### config.mk
export PLATFORM = sky130hd
export DESIGN_NAME = texture_wrap_address_unit
export DESIGN_NICKNAME = d
export VERILOG_FILES = /design/src/sv/twa_pkg.sv /design/src/sv/texture_wrap_address_unit.sv /design/src/sv/twa_scale.sv /design/src/sv/twa_cell.sv /design/src/sv/twa_offset.sv
export VERILOG_INCLUDE_DIRS = /design/src /design/src/sv
export SDC_FILE = /design/constraint.sdc
export NUM_CORES = 2
export LEC_CHECK = 0
export ABC_AREA = 1
export BUFFER_PORTS_ARGS = -buffer_cell sky130_fd_sc_hd__buf_2
export CORE_MARGIN = 1.5
export CORE_UTILIZATION = 40
export CTS_CLUSTER_DIAMETER = 150
export CTS_CLUSTER_SIZE = 10
export DETAILED_ROUTE_END_ITERATION = 8
export SKIP_LAST_GASP = 1
export SYNTH_ARGS = -nofsm -noshare
export SYNTH_HDL_FRONTEND = slang
export SYNTH_SLANG_ARGS = --single-unit
### constraint.sdc
create_clock -name clk -period 6.8 [get_ports clk]
set_input_delay 0.68 -clock clk [delete_from_list [all_inputs] [get_ports clk]]
set_output_delay 0.68 -clock clk [all_outputs]
set_load 0.05 [all_outputs]
### src/sv/texture_wrap_address_unit_assert.svh
// Assertion helpers shared by the address unit modules.
// Both sample on clk and are quiet while rst_n is low.
`ifndef TEXTURE_WRAP_ADDRESS_UNIT_ASSERT_SVH
`define TEXTURE_WRAP_ADDRESS_UNIT_ASSERT_SVH

// Same-cycle implication.
`define TWA_ASSERT_NOW(lbl, ante, cons, msg) \
  lbl: assert property (@(posedge clk) disable iff (!rst_n) (ante) |-> (cons)) \
    else $error(msg);

// Next-cycle implication.
`define TWA_ASSERT_NEXT(lbl, ante, cons, msg) \
  lbl: assert property (@(posedge clk) disable iff (!rst_n) (ante) |=> (cons)) \
    else $error(msg);

`endif

### src/sv/twa_pkg.sv
`timescale 1ns / 1ps

package twa_pkg;

  localparam int AXES       = 2;
  localparam int COORD_W    = 24;
  localparam int SIZE_REG_W = 13;
  localparam int STRIDE_W   = 16;
  localparam int BPT_W      = 4;
  localparam int TEXEL_W    = 12;
  localparam int OFFSET_W   = 27;
  localparam int WORD_W     = 25;
  localparam int CFG_DATA_W = 16;
  localparam int CFG_IDX_W  = 2;

  typedef enum logic [CFG_IDX_W-1:0] {
    REG_TEX_WIDTH       = 2'd0,
    REG_TEX_HEIGHT      = 2'd1,
    REG_ROW_STRIDE      = 2'd2,
    REG_BYTES_PER_TEXEL = 2'd3
  } cfg_reg_t;

  // Per-word control handed along the pipeline: valid plus sign of each axis.
  typedef struct packed {
    logic            valid;
    logic [AXES-1:0] neg;
  } twa_ctl_t;

endpackage

### src/sv/texture_wrap_address_unit.sv
`timescale 1ns / 1ps
// Texture wrap address unit, repeat wrap, nearest texel.
// Input: pulse start with in_coord_u / in_coord_v (signed, COORD_FRAC_BITS
// fraction bits). busy is held low, so a word is taken on every cycle start
// is high, back to back.
// Output: out_valid is high for one cycle with out_texel_col, out_texel_row,
// out_byte_offset and out_word_index; the receiver must take it then.
// Pipeline: scaling (product register, then sign and magnitude registers),
// one cell per dividend bit in the cell chain (one restoring-division step
// per cell), then wrap fix and offset multiply-add (index, product and
// output registers). Throughput is one word per cycle.
// Config: cfg_we, cfg_index, cfg_wdata write one register per cycle:
// 0 texture width, 1 texture height, 2 row stride bytes, 3 bytes per texel.
// Write only while no word is in flight. Sizes of 0 act as 1 and sizes
// above MAX_DIM act as MAX_DIM.
// Reset (rst_n low, synchronous) empties the pipeline and loads width 1,
// height 1, stride 4, bytes per texel 4.
module texture_wrap_address_unit
  import twa_pkg::*;
#(
  parameter int MAX_DIM         = 4096,
  parameter int COORD_FRAC_BITS = 16
) (
  input  logic                  clk,
  input  logic                  rst_n,
  input  logic                  start,
  output logic                  busy,
  input  logic [COORD_W-1:0]    in_coord_u,
  input  logic [COORD_W-1:0]    in_coord_v,
  output logic                  out_valid,
  output logic [TEXEL_W-1:0]    out_texel_col,
  output logic [TEXEL_W-1:0]    out_texel_row,
  output logic [OFFSET_W-1:0]   out_byte_offset,
  output logic [WORD_W-1:0]     out_word_index,
  input  logic                  cfg_we,
  input  logic [CFG_IDX_W-1:0]  cfg_index,
  input  logic [CFG_DATA_W-1:0] cfg_wdata
);

  localparam int R_W = $clog2(MAX_DIM);
  localparam int T_W = R_W + 1;
  localparam int D_W = COORD_W + T_W + 1 - COORD_FRAC_BITS;

  logic [SIZE_REG_W-1:0] width_r;
  logic [SIZE_REG_W-1:0] height_r;
  logic [STRIDE_W-1:0]   stride_r;
  logic [BPT_W-1:0]      bpt_r;

  logic [T_W-1:0]              eff_w;
  logic [T_W-1:0]              eff_h;
  logic [AXES-1:0][T_W-1:0]    size_eff;

  twa_ctl_t                    ctl_w [D_W+1];
  logic [AXES-1:0][R_W-1:0]    rem_w [D_W+1];
  logic [AXES-1:0][D_W-1:0]    dvd_w [D_W+1];

  always_ff @(posedge clk) begin
    if (!rst_n) begin
      width_r  <= SIZE_REG_W'(1);
      height_r <= SIZE_REG_W'(1);
      stride_r <= STRIDE_W'(4);
      bpt_r    <= BPT_W'(4);
    end else if (cfg_we) begin
      unique case (cfg_reg_t'(cfg_index))
        REG_TEX_WIDTH:       width_r  <= cfg_wdata[SIZE_REG_W-1:0];
        REG_TEX_HEIGHT:      height_r <= cfg_wdata[SIZE_REG_W-1:0];
        REG_ROW_STRIDE:      stride_r <= cfg_wdata[STRIDE_W-1:0];
        REG_BYTES_PER_TEXEL: bpt_r    <= cfg_wdata[BPT_W-1:0];
        default: ;
      endcase
    end
  end

  always_comb begin
    priority if (width_r == '0) begin
      eff_w = T_W'(1);
    end else if (32'(width_r) > MAX_DIM) begin
      eff_w = T_W'(MAX_DIM);
    end else begin
      eff_w = T_W'(width_r);
    end
    priority if (height_r == '0) begin
      eff_h = T_W'(1);
    end else if (32'(height_r) > MAX_DIM) begin
      eff_h = T_W'(MAX_DIM);
    end else begin
      eff_h = T_W'(height_r);
    end
  end

  assign size_eff = {eff_h, eff_w};
  assign busy     = 1'b0;

  twa_scale #(
    .FRAC (COORD_FRAC_BITS),
    .T_W  (T_W),
    .D_W  (D_W)
  ) u_scale (
    .clk     (clk),
    .rst_n   (rst_n),
    .valid_i (start),
    .coord_i ({in_coord_v, in_coord_u}),
    .size_i  (size_eff),
    .ctl_o   (ctl_w[0]),
    .mag_o   (dvd_w[0])
  );

  assign rem_w[0] = '0;

  for (genvar i = 0; i < D_W; i++) begin : g_cell
    twa_cell #(
      .R_W (R_W),
      .D_W (D_W)
    ) u_cell (
      .clk    (clk),
      .rst_n  (rst_n),
      .ctl_i  (ctl_w[i]),
      .rem_i  (rem_w[i]),
      .dvd_i  (dvd_w[i]),
      .size_i (size_eff),
      .ctl_o  (ctl_w[i+1]),
      .rem_o  (rem_w[i+1]),
      .dvd_o  (dvd_w[i+1])
    );
  end

  twa_offset #(
    .R_W (R_W)
  ) u_offset (
    .clk      (clk),
    .rst_n    (rst_n),
    .ctl_i    (ctl_w[D_W]),
    .rem_i    (rem_w[D_W]),
    .size_i   (size_eff),
    .stride_i (stride_r),
    .bpt_i    (bpt_r),
    .valid_o  (out_valid),
    .col_o    (out_texel_col),
    .row_o    (out_texel_row),
    .offset_o (out_byte_offset),
    .word_o   (out_word_index)
  );

endmodule

### src/sv/twa_scale.sv
`timescale 1ns / 1ps
`include "texture_wrap_address_unit_assert.svh"

module twa_scale
  import twa_pkg::*;
#(
  parameter int FRAC = 16,
  parameter int T_W  = 13,
  parameter int D_W  = 22
) (
  input  logic                           clk,
  input  logic                           rst_n,
  input  logic                           valid_i,
  input  logic [AXES-1:0][COORD_W-1:0]   coord_i,
  input  logic [AXES-1:0][T_W-1:0]       size_i,
  output twa_ctl_t                       ctl_o,
  output logic [AXES-1:0][D_W-1:0]       mag_o
);

  localparam int P_W = D_W + FRAC;
  localparam logic [P_W-1:0] HALF = {{(P_W-1){1'b0}}, 1'b1} << (FRAC - 1);

  logic                      v1_r;
  logic                      v2_r;
  logic [AXES-1:0][P_W-1:0]  prod_r;
  logic [AXES-1:0][P_W-1:0]  prod_nxt;
  logic [AXES-1:0]           neg_r;
  logic [AXES-1:0]           neg_nxt;
  logic [AXES-1:0][D_W-1:0]  mag_r;
  logic [AXES-1:0][D_W-1:0]  mag_nxt;
  logic [AXES-1:0][P_W-1:0]  scaled;
  logic [AXES-1:0][P_W-1:0]  absval;

  always_comb begin
    for (int a = 0; a < AXES; a++) begin
      prod_nxt[a] = $signed(coord_i[a]) * $signed({1'b0, size_i[a]});
      scaled[a]   = prod_r[a] - HALF;
      neg_nxt[a]  = scaled[a][P_W-1];
      absval[a]   = neg_nxt[a] ? (~scaled[a] + 1'b1) : scaled[a];
      mag_nxt[a]  = absval[a][P_W-1:FRAC];
    end
  end

  always_ff @(posedge clk) begin
    if (!rst_n) begin
      v1_r <= 1'b0;
      v2_r <= 1'b0;
    end else begin
      v1_r <= valid_i;
      v2_r <= v1_r;
    end
  end

  always_ff @(posedge clk) begin
    prod_r <= prod_nxt;
    neg_r  <= neg_nxt;
    mag_r  <= mag_nxt;
  end

  assign ctl_o.valid = v2_r;
  assign ctl_o.neg   = neg_r;
  assign mag_o       = mag_r;

  `TWA_ASSERT_NOW(a_scale_order, v2_r, $past(v1_r), "scale: stage two word without stage one")

endmodule

### src/sv/twa_cell.sv
`timescale 1ns / 1ps
`include "texture_wrap_address_unit_assert.svh"

module twa_cell
  import twa_pkg::*;
#(
  parameter int R_W = 12,
  parameter int D_W = 22
) (
  input  logic                       clk,
  input  logic                       rst_n,
  input  twa_ctl_t                   ctl_i,
  input  logic [AXES-1:0][R_W-1:0]   rem_i,
  input  logic [AXES-1:0][D_W-1:0]   dvd_i,
  input  logic [AXES-1:0][R_W:0]     size_i,
  output twa_ctl_t                   ctl_o,
  output logic [AXES-1:0][R_W-1:0]   rem_o,
  output logic [AXES-1:0][D_W-1:0]   dvd_o
);

  logic                      valid_r;
  logic [AXES-1:0]           neg_r;
  logic [AXES-1:0][R_W-1:0]  rem_r;
  logic [AXES-1:0][R_W-1:0]  rem_nxt;
  logic [AXES-1:0][D_W-1:0]  dvd_r;
  logic [AXES-1:0][D_W-1:0]  dvd_nxt;
  logic [AXES-1:0][R_W:0]    trial;

  // one restoring step: shift in next dividend bit, subtract size if it fits
  always_comb begin
    for (int a = 0; a < AXES; a++) begin
      trial[a] = {rem_i[a], dvd_i[a][D_W-1]};
      if (trial[a] >= size_i[a]) begin
        trial[a] = trial[a] - size_i[a];
      end
      rem_nxt[a] = trial[a][R_W-1:0];
      dvd_nxt[a] = {dvd_i[a][D_W-2:0], 1'b0};
    end
  end

  always_ff @(posedge clk) begin
    if (!rst_n) begin
      valid_r <= 1'b0;
    end else begin
      valid_r <= ctl_i.valid;
    end
  end

  always_ff @(posedge clk) begin
    neg_r <= ctl_i.neg;
    rem_r <= rem_nxt;
    dvd_r <= dvd_nxt;
  end

  assign ctl_o.valid = valid_r;
  assign ctl_o.neg   = neg_r;
  assign rem_o       = rem_r;
  assign dvd_o       = dvd_r;

  `TWA_ASSERT_NOW(a_cell_from_prev, valid_r, $past(ctl_i.valid), "cell: word without upstream word")
  `TWA_ASSERT_NEXT(a_cell_idle, !ctl_i.valid, !valid_r, "cell: word appeared from idle input")

endmodule

### src/sv/twa_offset.sv
`timescale 1ns / 1ps
`include "texture_wrap_address_unit_assert.svh"

module twa_offset
  import twa_pkg::*;
#(
  parameter int R_W = 12
) (
  input  logic                       clk,
  input  logic                       rst_n,
  input  twa_ctl_t                   ctl_i,
  input  logic [AXES-1:0][R_W-1:0]   rem_i,
  input  logic [AXES-1:0][R_W:0]     size_i,
  input  logic [STRIDE_W-1:0]        stride_i,
  input  logic [BPT_W-1:0]           bpt_i,
  output logic                       valid_o,
  output logic [TEXEL_W-1:0]         col_o,
  output logic [TEXEL_W-1:0]         row_o,
  output logic [OFFSET_W-1:0]        offset_o,
  output logic [WORD_W-1:0]          word_o
);

  localparam int ROW_P_W = R_W + STRIDE_W;
  localparam int COL_P_W = R_W + BPT_W;
  localparam int SUM_W   = ROW_P_W + 1;

  logic                      vf_r;
  logic                      vm_r;
  logic                      vo_r;
  logic [AXES-1:0][R_W-1:0]  idx_r;
  logic [AXES-1:0][R_W-1:0]  idx_nxt;
  logic [AXES-1:0][R_W:0]    diff;
  logic [AXES-1:0][R_W-1:0]  idx_m_r;
  logic [ROW_P_W-1:0]        row_p_r;
  logic [COL_P_W-1:0]        col_p_r;
  logic [SUM_W-1:0]          sum;
  logic [TEXEL_W-1:0]        col_r;
  logic [TEXEL_W-1:0]        row_r;
  logic [OFFSET_W-1:0]       offset_r;

  // repeat wrap: negative nonzero remainder folds to size - |rem|
  always_comb begin
    for (int a = 0; a < AXES; a++) begin
      diff[a] = size_i[a] - {1'b0, rem_i[a]};
      if (ctl_i.neg[a] && (rem_i[a] != '0)) begin
        idx_nxt[a] = diff[a][R_W-1:0];
      end else begin
        idx_nxt[a] = rem_i[a];
      end
    end
  end

  assign sum = SUM_W'(row_p_r) + SUM_W'(col_p_r);

  always_ff @(posedge clk) begin
    if (!rst_n) begin
      vf_r <= 1'b0;
      vm_r <= 1'b0;
      vo_r <= 1'b0;
    end else begin
      vf_r <= ctl_i.valid;
      vm_r <= vf_r;
      vo_r <= vm_r;
    end
  end

  always_ff @(posedge clk) begin
    idx_r    <= idx_nxt;
    idx_m_r  <= idx_r;
    row_p_r  <= idx_r[1] * stride_i;
    col_p_r  <= idx_r[0] * bpt_i;
    col_r    <= TEXEL_W'(idx_m_r[0]);
    row_r    <= TEXEL_W'(idx_m_r[1]);
    offset_r <= OFFSET_W'(sum);
  end

  assign valid_o  = vo_r;
  assign col_o    = col_r;
  assign row_o    = row_r;
  assign offset_o = offset_r;
  assign word_o   = offset_r[OFFSET_W-1:2];

  `TWA_ASSERT_NOW(a_offset_latency, vo_r, $past(ctl_i.valid, 3), "offset: result without word")

endmodule

==> metrics.txt <==
# TYPE chip_impl_metric gauge
chip_impl_info{name="status",value="finished clean"} 1
chip_impl_metric{name="max_cap_viol_count",unit=""} 0
chip_impl_metric{name="drtAntennaViolNets",unit=""} 0
chip_impl_metric{name="critPathMaxFanout",unit=""} 16
chip_impl_metric{name="required_time_at_the_worst_slack_endpoint",unit="ns"} 7.48
chip_impl_metric{name="grt_max_degree",unit=""} 74
chip_impl_metric{name="fraction_of_the_mapped_netlist_area_in_compound_gates",unit=""} 0.107
chip_impl_metric{name="drt_iter0_drc",unit=""} 4429
chip_impl_metric{name="globalRouteTotalUtil",unit=""} 0.211
chip_impl_metric{name="ff2ff_setup_slack",unit="ns"} 0.23
chip_impl_metric{name="synth_adder_area_share",unit=""} 0.292
chip_impl_metric{name="globalplace.congestion",unit=""} 0.919
chip_impl_info{name="critical-path-top-cell-by-count",value="fa_1"} 1
chip_impl_metric{name="synthArstFlopShare",unit=""} 0
chip_impl_metric{name="chipHeight",unit="um"} 478
chip_impl_metric{name="ys_seq_area_frac",unit=""} 0.304
chip_impl_metric{name="period_minus_slack",unit="ns"} 6.57
chip_impl_metric{name="worst-slew-pin-transition",unit="ns"} 1.13
chip_impl_metric{name="synth_simple_gate_area_frac",unit=""} 0.161
chip_impl_metric{name="worst_relative_slew_slack",unit=""} 0.246
chip_impl_metric{name="synth.avg_cell_area",unit="sq um"} 8.33
chip_impl_metric{name="synthXorXnorAreaFrac",unit=""} 0.0564
chip_impl_metric{name="first_global_vias",unit=""} 71800
chip_impl_metric{name="timing.hold.worst_path_depth",unit=""} 3
chip_impl_metric{name="numClockSinks",unit=""} 1371
chip_impl_metric{name="fmax",unit="MHz"} 152
chip_impl_metric{name="clock_skew",unit="ns"} 0.0443
chip_impl_metric{name="power.density_cell_area",unit="mW/mm^2"} 492
chip_impl_metric{name="reg2regPathDepth",unit=""} 25
chip_impl_metric{name="final-hold-violation-count",unit=""} 0
chip_impl_info{name="r2r_start",value="width_r[8]"} 1
chip_impl_metric{name="start_util",unit=""} 0.402
chip_impl_info{name="synth_top_flop_cell",value="dfxtp_1"} 1
chip_impl_metric{name="grt_pass1_wl",unit="um"} 384000
chip_impl_metric{name="cts.path.max_buffers",unit=""} 3
chip_impl_metric{name="antenna_violations_before_repair",unit=""} 23
chip_impl_metric{name="slowest_delay",unit="ns"} 0.60
chip_impl_metric{name="nets",unit=""} 12800
chip_impl_metric{name="p_leak",unit="nW"} 48.7
chip_impl_info{name="whs_endpoint",value="stride_r[13]"} 1
chip_impl_metric{name="routed_via_density",unit=""} 5.04
chip_impl_metric{name="clk_transition_reported_paths",unit="ns"} 0.06
chip_impl_metric{name="synth_nets",unit=""} 12600
chip_impl_info{name="yosys.area.top_type",value="dfxtp_1"} 1
chip_impl_metric{name="route.vias.total",unit=""} 71000
chip_impl_metric{name="drt_pre_antenna_iters",unit=""} 6
chip_impl_metric{name="pre_cts_slack",unit="ns"} -0.0173
chip_impl_metric{name="post-route-period-util",unit=""} 0.966
chip_impl_info{name="largest_family_of_logic_cells_by_synthesized_area",value="adder cells"} 1
chip_impl_info{name="yosys-top-cells-count",value="1999 x nand2_1, 1636 x inv_1, 1371 x dfxtp_1"} 1
chip_impl_metric{name="synth.top_cell.area_share",unit=""} 0.304
chip_impl_metric{name="post_synth_inst_count",unit=""} 10900
chip_impl_metric{name="syn_to_final_growth",unit="%"} 10.3
chip_impl_info{name="critPathSlowestCell",value="fa_1"} 1
chip_impl_metric{name="io_pins",unit=""} 148
chip_impl_metric{name="clock_buffers_created_by_tritoncts",unit=""} 156
chip_impl_info{name="startpoint",value="width_r[8]"} 1
chip_impl_metric{name="setup_viols_final",unit=""} 0
chip_impl_metric{name="residual_drc_count",unit=""} 0
chip_impl_metric{name="final_critical_path_setup_slack",unit="ns"} 0.232
chip_impl_info{name="holdCritPathClass",value="input port to flip-flop"} 1
chip_impl_metric{name="post_synth_mux_area_share",unit=""} 0
chip_impl_metric{name="cp.arrival",unit="ns"} 7.25
chip_impl_metric{name="placement_rows",unit=""} 174
chip_impl_info{name="setup.worst_path.end_class",value="flip-flop"} 1
chip_impl_info{name="yosys.cell_count.top_type",value="nand2_1"} 1
chip_impl_metric{name="layout_cell_share_with_drive_strength_beyond_1",unit=""} 0.0546
chip_impl_info{name="synth.area.top_cells",value="dfxtp_1 30%, fa_1 17%, ha_1 12%"} 1
chip_impl_metric{name="detailed_place_hpwl",unit="um"} 189000
chip_impl_metric{name="synth_warnings",unit=""} 0
chip_impl_metric{name="ir_drop",unit="mV"} 0.292
chip_impl_metric{name="netlist_area",unit="sq mm"} 0.0904
chip_impl_metric{name="number_of_enable_type_register_cells_in_the_synthesized_netlist",unit=""} 0
chip_impl_info{name="cts-root-buf",value="clkbuf_16"} 1
chip_impl_info{name="critPathKind",value="flip-flop to flip-flop"} 1
chip_impl_info{name="crit_path_start_kind",value="flip-flop"} 1
chip_impl_metric{name="place.port_buffers",unit=""} 146
chip_impl_metric{name="timing.final.max_slew_violations",unit=""} 0
chip_impl_metric{name="finalHoldWorstSlack",unit="ns"} 0.128
chip_impl_metric{name="synthesized_flop_and_latch_total",unit=""} 1371
chip_impl_metric{name="die-width",unit="um"} 478
chip_impl_metric{name="cts_h_tree_lvls",unit=""} 4
chip_impl_info{name="cts_tree",value="built"} 1
chip_impl_metric{name="worst_skew_pair.late_latency",unit="ns"} 0.82
chip_impl_metric{name="route.final.wire_length",unit="um"} 242000
chip_impl_metric{name="hold_buf_count_cts",unit=""} 0
chip_impl_metric{name="overall_die_area",unit="sq mm"} 0.229
chip_impl_metric{name="number_of_distinct_standard_cells_referenced_by_the_synthesized_netlist",unit=""} 57
chip_impl_info{name="timing.rr.end",value="u_scale.prod_r[35]"} 1
chip_impl_metric{name="grt_overflow_total",unit=""} 0
chip_impl_metric{name="route.detailed.wl_per_inst",unit="um"} 17.2
chip_impl_metric{name="placeable_core_region",unit="sq mm"} 0.225
chip_impl_metric{name="setup_total_negative_slack",unit="ns"} 0
chip_impl_info{name="hold_path.startpoint",value="cfg_wdata[13]"} 1
==> timing repair <==
item                                    CTS  global route
endpoints found under the setup margin    0            31
gates resized for setup                   0            58
endpoints found under the hold margin     0             0
buffers inserted                          0             3
==> metrics by stage <==
step	utilization	instances	total power [mW]	area (sq um)
after global placement	0.423	13900	41.0	95100
after detailed placement	0.423	13900	41.4	95100
after floorplan	-	10900	34.7	90400
after CTS	0.443	14100	49.2	99500
final	0.444	14100	49.0	99700
after global routing	0.444	14100	53.7	99700
==> report_power, final <==
group,switching (mW),internal (mW),leakage [nW]
logic,16.6,10.2,35.0
registers,2.34,12.4,11.5
clock network,3.28,4.19,2.12
total,22.2,26.8,48.7
==> final cells by class <==
type	count	area [sq um]
Multi-Input combinational cell	7581	55800
Clock inverter	20	493
Inverter	1660	6260
Timing Repair Buffer	303	2000
Fill cell	21900	125000
Sequential cell	1371	27400
Tap cell	2992	3740
Antenna cell	7	17.5
Clock buffer	156	3900
==> critical path, delay by kind of cell (launching register included) <==
family          cells  cell delay [ns]
simple gates        6             1.07
buf+inv             7             0.61
flops               1             0.36
fa+ha+maj           7             3.42
xor+xnor            1             0.18
compound gates      4             0.78
==> layout by cell type, fill, tap and decap left out, types with 28 or more instances in the layout <==
master,instances
a21o_1,50
a21oi_1,737
a31oi_1,45
buf_2,146
buf_4,150
clkbuf_16,156
dfxtp_1,1371
fa_1,780
ha_1,853
inv_1,1628
nand2_1,1984
nand3_1,271
nand3b_1,53
nand4_1,68
nor2_1,966
nor3_1,89
nor4_1,28
o21ai_0,772
o21ai_1,32
o31ai_1,47
xnor2_1,274
xor2_1,308
==> state kept, by name, indices dropped and copies added (netlist names), 2 cells and up <==
| register | flops |
|---|---|
| g_cell.u_cell.rem_o | 528 |
| g_cell.u_cell.dvd_o | 462 |
| u_scale.prod_r | 76 |
| g_cell.u_cell.neg_r | 44 |
| u_scale.mag_o | 44 |
| u_offset.offset_o | 27 |
| u_offset.row_p_r | 27 |
| u_offset.idx_m_r | 24 |
| u_offset.idx_r | 24 |
| g_cell.u_cell.valid_r | 22 |
| stride_r | 16 |
| u_offset.col_p_r | 16 |
| height_r | 13 |
| width_r | 13 |
| u_offset.col_o | 12 |
| u_offset.row_o | 12 |
| bpt_r | 4 |
| u_scale.neg_r | 2 |
==> kinds of logic (layout without fill, tap and decap cells) <==
| family | count (synthesis) | in the layout |
|---|---|---|
| xor+xnor | 582 | 582 |
| flops | 1371 | 1371 |
| other cells | 1 | 8 |
| compound gates | 1800 | 1800 |
| simple gates | 3559 | 3559 |
| buf+inv | 1901 | 2139 |
| fa+ha+maj | 1639 | 1639 |
==> how the worst max path moves through the flow <==
stage	end	slack [ns]	cells after the start
final	u_scale.prod_r[35]	0.23	25
after global routing	u_scale.prod_r[36]	-0.004	27
after CTS	u_scale.prod_r[37]	0.01	27
after detailed placement	u_scale.prod_r[75]	-0.02	24
after global placement	u_scale.prod_r[75]	-0.05	25
after floorplan	u_scale.prod_r[34]	0.14	24
==> per-layer routing <==
metal  vias up  global-route usage  share of wire
met5         -                   0        0.00047
li1      35000                   -              -
met4        18              0.0723          0.033
met2      1852               0.353           0.47
met1     33700               0.276           0.44
met3       443              0.0326          0.056
Power figures use the tool's default switching activity.
